<file path="config.mk">
export PLATFORM = sky130hd
export DESIGN_NAME = sorted_timer_queue
export DESIGN_NICKNAME = d
export VERILOG_FILES = /design/src/sv/stq_pkg.sv /design/src/sv/stq_store.sv /design/src/sv/sorted_timer_queue.sv
export SDC_FILE = /design/constraint.sdc
export NUM_CORES = 2
export LEC_CHECK = 0
export ABC_AREA = 1
export BUFFER_PORTS_ARGS = -buffer_cell sky130_fd_sc_hd__buf_2
export CORE_ASPECT_RATIO = 1.75
export CORE_UTILIZATION = 60
export CTS_CLUSTER_DIAMETER = 80
export DETAILED_ROUTE_END_ITERATION = 10
export PLACE_DENSITY = 0.77
export SLEW_MARGIN = 30
export SYNTH_ARGS = -nofsm -noshare
export SYNTH_HDL_FRONTEND = slang
export SYNTH_SLANG_ARGS = --single-unit
</file>
<file path="constraint.sdc">
create_clock -name clk -period 5.11 [get_ports clk]
set_clock_uncertainty 0.1 [all_clocks]
set_input_delay 1.022 -clock clk [delete_from_list [all_inputs] [get_ports clk]]
set_output_delay 1.022 -clock clk [all_outputs]
set_load 0.05 [all_outputs]
</file>
<file path="src/sv/stq_pkg.sv">
// Shared types and constants for the sorted timer queue.
// Used by stq_store and sorted_timer_queue; depends on nothing else.
package stq_pkg;

	localparam int NUM_TIMERS = 32;
	localparam int IDX_W      = $clog2(NUM_TIMERS);
	localparam int CNT_W      = $clog2(NUM_TIMERS + 1);
	localparam int MAX_OUT    = 32;
	localparam logic [31:0] NO_DUE = 32'hffffffff;

	// Actions carried by an input beat.
	localparam logic [2:0] ACT_ALLOC = 3'd0;
	localparam logic [2:0] ACT_FREE  = 3'd1;
	localparam logic [2:0] ACT_SET   = 3'd2;
	localparam logic [2:0] ACT_ARM   = 3'd3;
	localparam logic [2:0] ACT_TICK  = 3'd4;

	// Result kinds.
	localparam logic [2:0] KIND_ACK    = 3'd0;
	localparam logic [2:0] KIND_GRANT  = 3'd1;
	localparam logic [2:0] KIND_REFUSE = 3'd2;
	localparam logic [2:0] KIND_EXPIRY = 3'd3;
	localparam logic [2:0] KIND_IDLE   = 3'd4;

	// Slot status codes.
	localparam logic [1:0] ST_FREE  = 2'd0;
	localparam logic [1:0] ST_ALLOC = 2'd1;
	localparam logic [1:0] ST_RUN   = 2'd2;

	typedef enum logic [3:0] {
		S_IDLE,
		S_DECODE,
		S_HEAD,
		S_WALK_L,
		S_WALK_D,
		S_WALK_C,
		S_LINK1,
		S_LINK2,
		S_EMIT,
		S_TK_RD,
		S_TK_CHK,
		S_TK_ERD,
		S_TK_END
	} state_t;

	// Write requests into the slot store.
	typedef struct packed {
		logic             dl_we;
		logic [IDX_W-1:0] dl_addr;
		logic [31:0]      dl_data;
		logic             link_we;
		logic [IDX_W-1:0] link_addr;
		logic [IDX_W-1:0] link_data;
		logic             tq_we;
		logic [IDX_W-1:0] tq_addr;
		logic [7:0]       tag;
		logic [2:0]       queue;
	} stq_wr_t;

	// Registered read data of one slot.
	typedef struct packed {
		logic [31:0]      deadline;
		logic [IDX_W-1:0] link;
		logic [7:0]       tag;
		logic [2:0]       queue;
	} stq_rd_t;

endpackage

</file>
<file path="src/sv/stq_store.sv">
// Per-slot storage: deadline, list link, tag and target queue memories.
// Depends on stq_pkg for the request and read data structs.
module stq_store (
	input  logic                     clk,
	input  stq_pkg::stq_wr_t         wr,
	input  logic [stq_pkg::IDX_W-1:0] rd_addr,
	output stq_pkg::stq_rd_t         rd
);

	logic [31:0]               dl_mem   [stq_pkg::NUM_TIMERS];
	logic [stq_pkg::IDX_W-1:0] link_mem [stq_pkg::NUM_TIMERS];
	logic [7:0]                tag_mem  [stq_pkg::NUM_TIMERS];
	logic [2:0]                q_mem    [stq_pkg::NUM_TIMERS];

	// Writes on independent enables, one shared read address with registered read data.
	always_ff @(posedge clk) begin
		if (wr.dl_we) begin
			dl_mem[wr.dl_addr] <= wr.dl_data;
		end
		if (wr.link_we) begin
			link_mem[wr.link_addr] <= wr.link_data;
		end
		if (wr.tq_we) begin
			tag_mem[wr.tq_addr] <= wr.tag;
			q_mem[wr.tq_addr]   <= wr.queue;
		end
		rd.deadline <= dl_mem[rd_addr];
		rd.link     <= link_mem[rd_addr];
		rd.tag      <= tag_mem[rd_addr];
		rd.queue    <= q_mem[rd_addr];
	end

endmodule

</file>
<file path="src/sv/sorted_timer_queue.sv">
// Top level of the sorted timer queue: command sequencer and list walker.
// Depends on stq_pkg and stq_store.

// A pool of one-shot timers held in a linked list sorted by deadline. One
// input beat is taken at a time; the block stalls its input until every
// result of that beat has been loaded into the output register. Arm walks
// the list unless the timer goes to the head of it; each list step reads
// the link and then the deadline through the single read port of the slot
// store, and a tick reads each expired timer through the same read port.
// Output stalls hold every action back. The slot store needs no clearing
// after reset.
module sorted_timer_queue (
	input  logic        clk,
	input  logic        arst_n,
	input  logic        in_valid,
	output logic        in_stall,
	input  logic [2:0]  action,
	input  logic [4:0]  timer_index,
	input  logic [31:0] delay,
	input  logic [7:0]  tag,
	input  logic [2:0]  queue_id,
	output logic        out_valid,
	input  logic        out_stall,
	output logic [2:0]  kind,
	output logic [4:0]  slot,
	output logic [7:0]  expired_tag,
	output logic [2:0]  target_queue,
	output logic        last
);

	localparam int IW = stq_pkg::IDX_W;
	localparam int CW = stq_pkg::CNT_W;

	stq_pkg::state_t state_q, state_d;

	logic [2:0]  act_q;
	logic [4:0]  tidx_q;
	logic [31:0] delay_q;
	logic [7:0]  tag_q;
	logic [2:0]  qid_q;

	logic [31:0]   tick_q;
	logic [IW-1:0] head_q;
	logic [CW-1:0] run_q;
	logic [31:0]   early_q;
	logic [1:0]    status_q [stq_pkg::NUM_TIMERS];

	logic [31:0]   d_q;
	logic [IW-1:0] prev_q;
	logic [IW-1:0] cur_q;
	logic [CW-1:0] n_q;

	logic          pend_v_q;
	logic [IW-1:0] pend_slot_q;
	logic [7:0]    pend_tag_q;
	logic [2:0]    pend_queue_q;

	logic [2:0] res_kind_q;
	logic [4:0] res_slot_q;

	logic       out_valid_q;
	logic [2:0] out_kind_q;
	logic [4:0] out_slot_q;
	logic [7:0] out_tag_q;
	logic [2:0] out_queue_q;
	logic       out_last_q;

	stq_pkg::stq_wr_t wr;
	stq_pkg::stq_rd_t rd;
	logic [IW-1:0]    rd_addr;

	logic          out_free;
	logic          out_load;
	logic [2:0]    ol_kind;
	logic [4:0]    ol_slot;
	logic [7:0]    ol_tag;
	logic [2:0]    ol_queue;
	logic          ol_last;
	logic          expire;

	logic [IW-1:0] idx;
	logic          idx_ok;
	logic [1:0]    idx_status;
	logic          cmd_bad;
	logic [31:0]   arm_sum;
	logic          free_found;
	logic [IW-1:0] free_idx;
	logic [CW-1:0] remain;

	stq_store u_store (
		.clk     (clk),
		.wr      (wr),
		.rd_addr (rd_addr),
		.rd      (rd)
	);

	// Command decode helpers.
	assign idx        = IW'(tidx_q);
	assign idx_ok     = (32'(tidx_q) < stq_pkg::NUM_TIMERS);
	assign idx_status = status_q[idx];
	assign cmd_bad    = !idx_ok || (idx_status == stq_pkg::ST_RUN) ||
		((act_q == stq_pkg::ACT_ARM) && (idx_status == stq_pkg::ST_FREE));
	assign arm_sum    = tick_q + delay_q;
	assign remain     = run_q - n_q;
	assign out_free   = !out_valid_q || !out_stall;
	assign in_stall   = (state_q != stq_pkg::S_IDLE);

	// Lowest free slot for allocation.
	always_comb begin
		free_found = 1'b0;
		free_idx   = '0;
		for (int i = stq_pkg::NUM_TIMERS - 1; i >= 0; i--) begin
			if (status_q[i] == stq_pkg::ST_FREE) begin
				free_found = 1'b1;
				free_idx   = IW'(i);
			end
		end
	end

	// Next state, store requests and output loads.
	always_comb begin
		state_d  = state_q;
		wr       = '0;
		rd_addr  = cur_q;
		out_load = 1'b0;
		ol_kind  = res_kind_q;
		ol_slot  = res_slot_q;
		ol_tag   = '0;
		ol_queue = '0;
		ol_last  = 1'b1;
		expire   = 1'b0;
		unique case (state_q)
			stq_pkg::S_IDLE: begin
				if (in_valid) begin
					state_d = stq_pkg::S_DECODE;
				end
			end
			stq_pkg::S_DECODE: begin
				state_d = stq_pkg::S_EMIT;
				if (act_q == stq_pkg::ACT_TICK) begin
					state_d = stq_pkg::S_TK_RD;
				end else if ((act_q == stq_pkg::ACT_SET) && !cmd_bad) begin
					wr.tq_we   = 1'b1;
					wr.tq_addr = idx;
					wr.tag     = tag_q;
					wr.queue   = qid_q;
				end else if ((act_q == stq_pkg::ACT_ARM) && !cmd_bad) begin
					wr.dl_we   = 1'b1;
					wr.dl_addr = idx;
					wr.dl_data = arm_sum;
					if ((run_q == '0) || (arm_sum <= early_q)) begin
						state_d = stq_pkg::S_HEAD;
					end else begin
						state_d = stq_pkg::S_WALK_L;
					end
				end
			end
			stq_pkg::S_HEAD: begin
				wr.link_we   = 1'b1;
				wr.link_addr = idx;
				wr.link_data = head_q;
				state_d      = stq_pkg::S_EMIT;
			end
			stq_pkg::S_WALK_L: begin
				rd_addr = prev_q;
				state_d = stq_pkg::S_WALK_D;
			end
			stq_pkg::S_WALK_D: begin
				rd_addr = rd.link;
				if (n_q < run_q) begin
					state_d = stq_pkg::S_WALK_C;
				end else begin
					state_d = stq_pkg::S_LINK1;
				end
			end
			stq_pkg::S_WALK_C: begin
				if (d_q <= rd.deadline) begin
					state_d = stq_pkg::S_LINK1;
				end else begin
					state_d = stq_pkg::S_WALK_L;
				end
			end
			stq_pkg::S_LINK1: begin
				wr.link_we   = 1'b1;
				wr.link_addr = idx;
				wr.link_data = cur_q;
				state_d      = stq_pkg::S_LINK2;
			end
			stq_pkg::S_LINK2: begin
				wr.link_we   = 1'b1;
				wr.link_addr = prev_q;
				wr.link_data = idx;
				state_d      = stq_pkg::S_EMIT;
			end
			stq_pkg::S_EMIT: begin
				if (out_free) begin
					out_load = 1'b1;
					state_d  = stq_pkg::S_IDLE;
				end
			end
			stq_pkg::S_TK_RD: begin
				if ((n_q < run_q) && (32'(n_q) < stq_pkg::MAX_OUT)) begin
					state_d = stq_pkg::S_TK_CHK;
				end else begin
					state_d = stq_pkg::S_TK_ERD;
				end
			end
			stq_pkg::S_TK_CHK: begin
				if (rd.deadline > tick_q) begin
					state_d = stq_pkg::S_TK_ERD;
				end else if (!pend_v_q || out_free) begin
					// The previous expiry goes out now that another follows it.
					expire   = 1'b1;
					out_load = pend_v_q;
					ol_kind  = stq_pkg::KIND_EXPIRY;
					ol_slot  = 5'(pend_slot_q);
					ol_tag   = pend_tag_q;
					ol_queue = pend_queue_q;
					ol_last  = 1'b0;
					state_d  = stq_pkg::S_TK_RD;
				end
			end
			stq_pkg::S_TK_ERD: begin
				state_d = stq_pkg::S_TK_END;
			end
			stq_pkg::S_TK_END: begin
				if (out_free) begin
					out_load = 1'b1;
					if (pend_v_q) begin
						ol_kind  = stq_pkg::KIND_EXPIRY;
						ol_slot  = 5'(pend_slot_q);
						ol_tag   = pend_tag_q;
						ol_queue = pend_queue_q;
					end else begin
						ol_kind = stq_pkg::KIND_IDLE;
						ol_slot = '0;
					end
					state_d = stq_pkg::S_IDLE;
				end
			end
			default: begin
				state_d = stq_pkg::S_IDLE;
			end
		endcase
	end

	// Control state of the sequencer and the timer list.
	always_ff @(posedge clk or negedge arst_n) begin
		if (!arst_n) begin
			state_q     <= stq_pkg::S_IDLE;
			tick_q      <= '0;
			head_q      <= '0;
			run_q       <= '0;
			early_q     <= stq_pkg::NO_DUE;
			pend_v_q    <= 1'b0;
			out_valid_q <= 1'b0;
			for (int i = 0; i < stq_pkg::NUM_TIMERS; i++) begin
				status_q[i] <= stq_pkg::ST_FREE;
			end
		end else begin
			state_q <= state_d;
			if (out_load) begin
				out_valid_q <= 1'b1;
			end else if (!out_stall) begin
				out_valid_q <= 1'b0;
			end
			unique case (state_q)
				stq_pkg::S_DECODE: begin
					pend_v_q <= 1'b0;
					if (act_q == stq_pkg::ACT_ALLOC) begin
						if (free_found) begin
							status_q[free_idx] <= stq_pkg::ST_ALLOC;
						end
					end else if ((act_q == stq_pkg::ACT_FREE) && !cmd_bad) begin
						status_q[idx] <= stq_pkg::ST_FREE;
					end else if ((act_q == stq_pkg::ACT_ARM) && !cmd_bad) begin
						status_q[idx] <= stq_pkg::ST_RUN;
					end else if (act_q == stq_pkg::ACT_TICK) begin
						tick_q <= tick_q + 32'd1;
					end
				end
				stq_pkg::S_HEAD: begin
					head_q  <= idx;
					early_q <= d_q;
					run_q   <= run_q + CW'(1);
				end
				stq_pkg::S_LINK2: begin
					run_q <= run_q + CW'(1);
				end
				stq_pkg::S_TK_CHK: begin
					if (expire) begin
						status_q[cur_q] <= stq_pkg::ST_ALLOC;
						pend_v_q        <= 1'b1;
					end
				end
				stq_pkg::S_TK_END: begin
					if (out_free) begin
						run_q   <= remain;
						head_q  <= cur_q;
						early_q <= (remain != '0) ? rd.deadline : stq_pkg::NO_DUE;
					end
				end
				default: begin
				end
			endcase
		end
	end

	// Command fields, walk registers, pending expiry and output payload.
	always_ff @(posedge clk) begin
		if ((state_q == stq_pkg::S_IDLE) && in_valid) begin
			act_q   <= action;
			tidx_q  <= timer_index;
			delay_q <= delay;
			tag_q   <= tag;
			qid_q   <= queue_id;
		end
		unique case (state_q)
			stq_pkg::S_DECODE: begin
				d_q    <= arm_sum;
				prev_q <= head_q;
				cur_q  <= head_q;
				n_q    <= (act_q == stq_pkg::ACT_TICK) ? CW'(0) : CW'(1);
				if (act_q == stq_pkg::ACT_ALLOC) begin
					res_kind_q <= free_found ? stq_pkg::KIND_GRANT : stq_pkg::KIND_REFUSE;
					res_slot_q <= free_found ? 5'(free_idx) : 5'd0;
				end else if ((act_q == stq_pkg::ACT_FREE) || (act_q == stq_pkg::ACT_SET) ||
						(act_q == stq_pkg::ACT_ARM)) begin
					res_kind_q <= cmd_bad ? stq_pkg::KIND_REFUSE : stq_pkg::KIND_ACK;
					res_slot_q <= tidx_q;
				end else begin
					res_kind_q <= stq_pkg::KIND_REFUSE;
					res_slot_q <= 5'd0;
				end
			end
			stq_pkg::S_WALK_D: begin
				cur_q <= rd.link;
			end
			stq_pkg::S_WALK_C: begin
				if (d_q > rd.deadline) begin
					prev_q <= cur_q;
					n_q    <= n_q + CW'(1);
				end
			end
			stq_pkg::S_TK_CHK: begin
				if (expire) begin
					pend_slot_q  <= cur_q;
					pend_tag_q   <= rd.tag;
					pend_queue_q <= rd.queue;
					cur_q        <= rd.link;
					n_q          <= n_q + CW'(1);
				end
			end
			default: begin
			end
		endcase
		if (out_load) begin
			out_kind_q  <= ol_kind;
			out_slot_q  <= ol_slot;
			out_tag_q   <= ol_tag;
			out_queue_q <= ol_queue;
			out_last_q  <= ol_last;
		end
	end

	assign out_valid    = out_valid_q;
	assign kind         = out_kind_q;
	assign slot         = out_slot_q;
	assign expired_tag  = out_tag_q;
	assign target_queue = out_queue_q;
	assign last         = out_last_q;

endmodule
</file>
==> flow_summary.toml <==
[run_status]
run_status = "finished, final reports clean"

[drt]
final_antenna_net_count = 0
vias = 58500
drtIter0Drc = 7668
drt-vias-per-instance = 6.69
drc_errors = 0
firstDrtPassIters = 8
finalWirelength_mm = 241
wl_per_cell_microns = 27.6

[finish]
final_util_pct = 68.5
nets = 7107
register_area_sq_mm = 0.0550
area_delta_synth_final_pct = 12.8
multi_input_area_sq_mm = 0.0222
nFillCells = 8806
final_cells = 8736
drive_gt1_share_pct = 11.6

[clock_network]
cts_root_buffer = "clkbuf_16"
cts_hold_buf = 0
insertion_delay_ns = 0.81
clkTransAtPathRegs_ns = 0.07
cts_made_buffers = 160
clockBufferDepth = 3
clock_sinks = 1871
cts_tree = "built"
htreeDepth = 4

[sta]
worst_pin_slew_ns = 1.08
finalCritPeriodShare_pct = 99.4
fmax_ghz = 0.197
max_slew_margin_pct = 27.2
final-setup-viol-count = 0
drv_slew = 0
finalHoldViolCount = 0
rsz0062_at_grt = "yes"
min_period_ns = 5.08
final.hold.worst_slack_ns = 0.158

[floorplan]
pin_count = 77
fp.dieW_microns = 278
core_sq_mm = 0.132
die-area_sq_mm = 0.135
initial_core_util_pct = 60.7
die_h_microns = 485
num_rows = 176

[setup_path]
cp-startpoint = "idx[1]$_DFFE_PP_"
timing.rr.start = "idx[1]$_DFFE_PP_"
crit_path_top_delay_cell = "edfxtp_1"
r2r_slack_ns = 0.03
reg2reg_depth = 16
required_ns = 5.48
crit_type = "flip-flop to flip-flop"
cp-start-kind = "flip-flop"
critPathMostFrequentCell = "nor2_1"
worst_ep_arrival_time_ns = 5.45
worstSetupEndpoint = "u_store.dl_mem[12][18]$_DFFE_PP_"
crit_chain = "nand2_1, buf_4, o22ai_1, o21ai_1, o2111ai_1, nor2_1, nand3_1, o21bai_2, nand2_1, nor2_1, inv_2, nor2_1, nor2_1, inv_1, nor2_4, buf_12"
critPathMaxStageDelay_ns = 0.55
r2r-end = "u_store.dl_mem[12][18]$_DFFE_PP_"
worstSetupEndpointType = "flip-flop"
cp_max_fo = 20

[global_routing]
grt_overflow = 0
grt_pass1_wl_mm = 354
antenna_found_initial = 10
first_global_vias = 58100
grt_max_degree = 155
grt_usage_pct = 35.6

[power_and_ir_drop]
powerDensity_mw_per_mm2 = 638
totalPowerFinal_mw = 57.5
peakVddDrop_v = 0.000781
power.leakage_nw = 34.1

[job]
drv_cap = 0

[yosys]
ys.flop_type = "edfxtp_1"
ys_types = 58
async_reset_ff_share_pct = 7.75
syn_area_sq_mm = 0.0799
avgSynthCellArea_sq_um = 11.8
yosysTopAreaCell = "edfxtp_1"
syn_nets = 6945
synthTopCellsByCount = "edfxtp_1 (1,678), nor2_1 (1,138), o21ai_0 (923)"
synth_top_area_share_pct = 63.1
synthTopCellsByArea = "edfxtp_1 (63%), o21ai_0 (5.8%), nor2_1 (5.3%)"
synth.most_common_cell = "edfxtp_1"
seq_area_frac_synth_pct = 68.9
yosys_warnings = 0
synth_edf_count = 1678
syn_inst = 6751
ys_seq_elements = 1871

[placement]
globalplace.congestion = 1.05
place_inst = 8437
hpwl_mm = 151
io_buffers = 76

[hold_path]
hold_class = "primary input to asynchronous set/reset pin"
routing by layer:
layer / vias to the layer above / GRT usage (%) / routed length, microns
met5: - / 0 / 51
met4: 8 / 29.7 / 23300
met3: 1134 / 6.53 / 22600
met2: 3977 / 59.9 / 118000
met1: 28200 / 39.0 / 76500
li1: 25100 / - / -
kinds of logic after synthesis:
family / share of synthesized area, %
AO/OA/AOI/OAI: 14.6
XOR/XNOR: 0.713
adder cells (fa/ha/maj): 2.20
buffers and inverters: 4.09
flip-flops: 68.9
AND/OR/NAND/NOR: 9.50
worst min path at each step:
stage,from,to,depth (start not counted)
2_1_floorplan,u_store.rd[0]$_DFF_P_,pend_queue_q[0]$_DFFE_PP_,0
3_3_place_gp,u_store.rd[9]$_DFF_P_,pend_tag_q[6]$_DFFE_PP_,0
4_1_cts,arst_n,run_q[1]$_DFFE_PN0P_,1
6_report,arst_n,status_q[0]$_DFFE_PN0P_,1
3_5_place_dp,u_store.rd[10]$_DFF_P_,pend_tag_q[7]$_DFFE_PP_,0
5_1_grt,arst_n,asynchronous set/reset pin,1
worst max-delay path: cells and delay by family, from the launching register on:
kind	cells	cell delay, ns
buffers and inverters	4	0.92
AO/OA/AOI/OAI	4	1.16
AND/OR/NAND/NOR	8	1.96
flip-flops	1	0.55
final cells by class:
cell class	instances	share of cell area [%]
flip-flops and latches	1871	61.0
multi-input cells	4020	24.6
diodes	3	0.00833
repair buffers	409	4.16
well taps	1691	2.35
clock inverters	95	1.20
clock buffers	196	4.77
inverters	451	1.90
sequential cells by signal (all words and copies together) (netlist names), 6 cells and up, named ones only:
name              flops
status_q             32
tag_q                 8
u_store.rd           48
u_store.link_mem    160
early_q              32
d_q                  32
delay_q              32
u_store.tag_mem     256
pend_tag_q            8
n_q                   6
u_store.q_mem        96
u_store.dl_mem     1024
expired_tag           8
run_q                 6
tick_q               32
through the flow:
step	setup WS, ns	cell area, sq um	setup TNS [ns]
finish	0.0316	90100	0
global route	-0.401	90100	-0.401
CTS	0.0828	90000	0
detailed placement	-0.0367	84600	-0.0367
global placement	-0.0133	84600	-0.0133
floorplan	0.710	79900	0
cell usage in the layout, fill, tap and decap left out, drive strengths merged, types with 62 or more instances in the layout:
master	n
o211ai	98
a31oi	97
nor2	1145
inv	459
nor3	66
o221ai	335
clkinv	63
nand2	482
o22ai	169
a21oi	232
nand3	148
ha	137
edfxtp	1678
dfrtp	113
xor2	62
clkbuf	196
o21ai	934
buf	409
report_power, final:
group	internal (mW)	switching (mW)	total, mW
combinational	7.57	18.6	26.2
clock	7.04	5.56	12.6
sequential	17.9	0.824	18.8
timing repair:
item	4_1_cts	5_1_grt
buffers inserted	0	3
pin swaps	0	9
gates resized for setup	2	14
setup endpoints to repair	1	383
(Power assumes the default switching activity.)
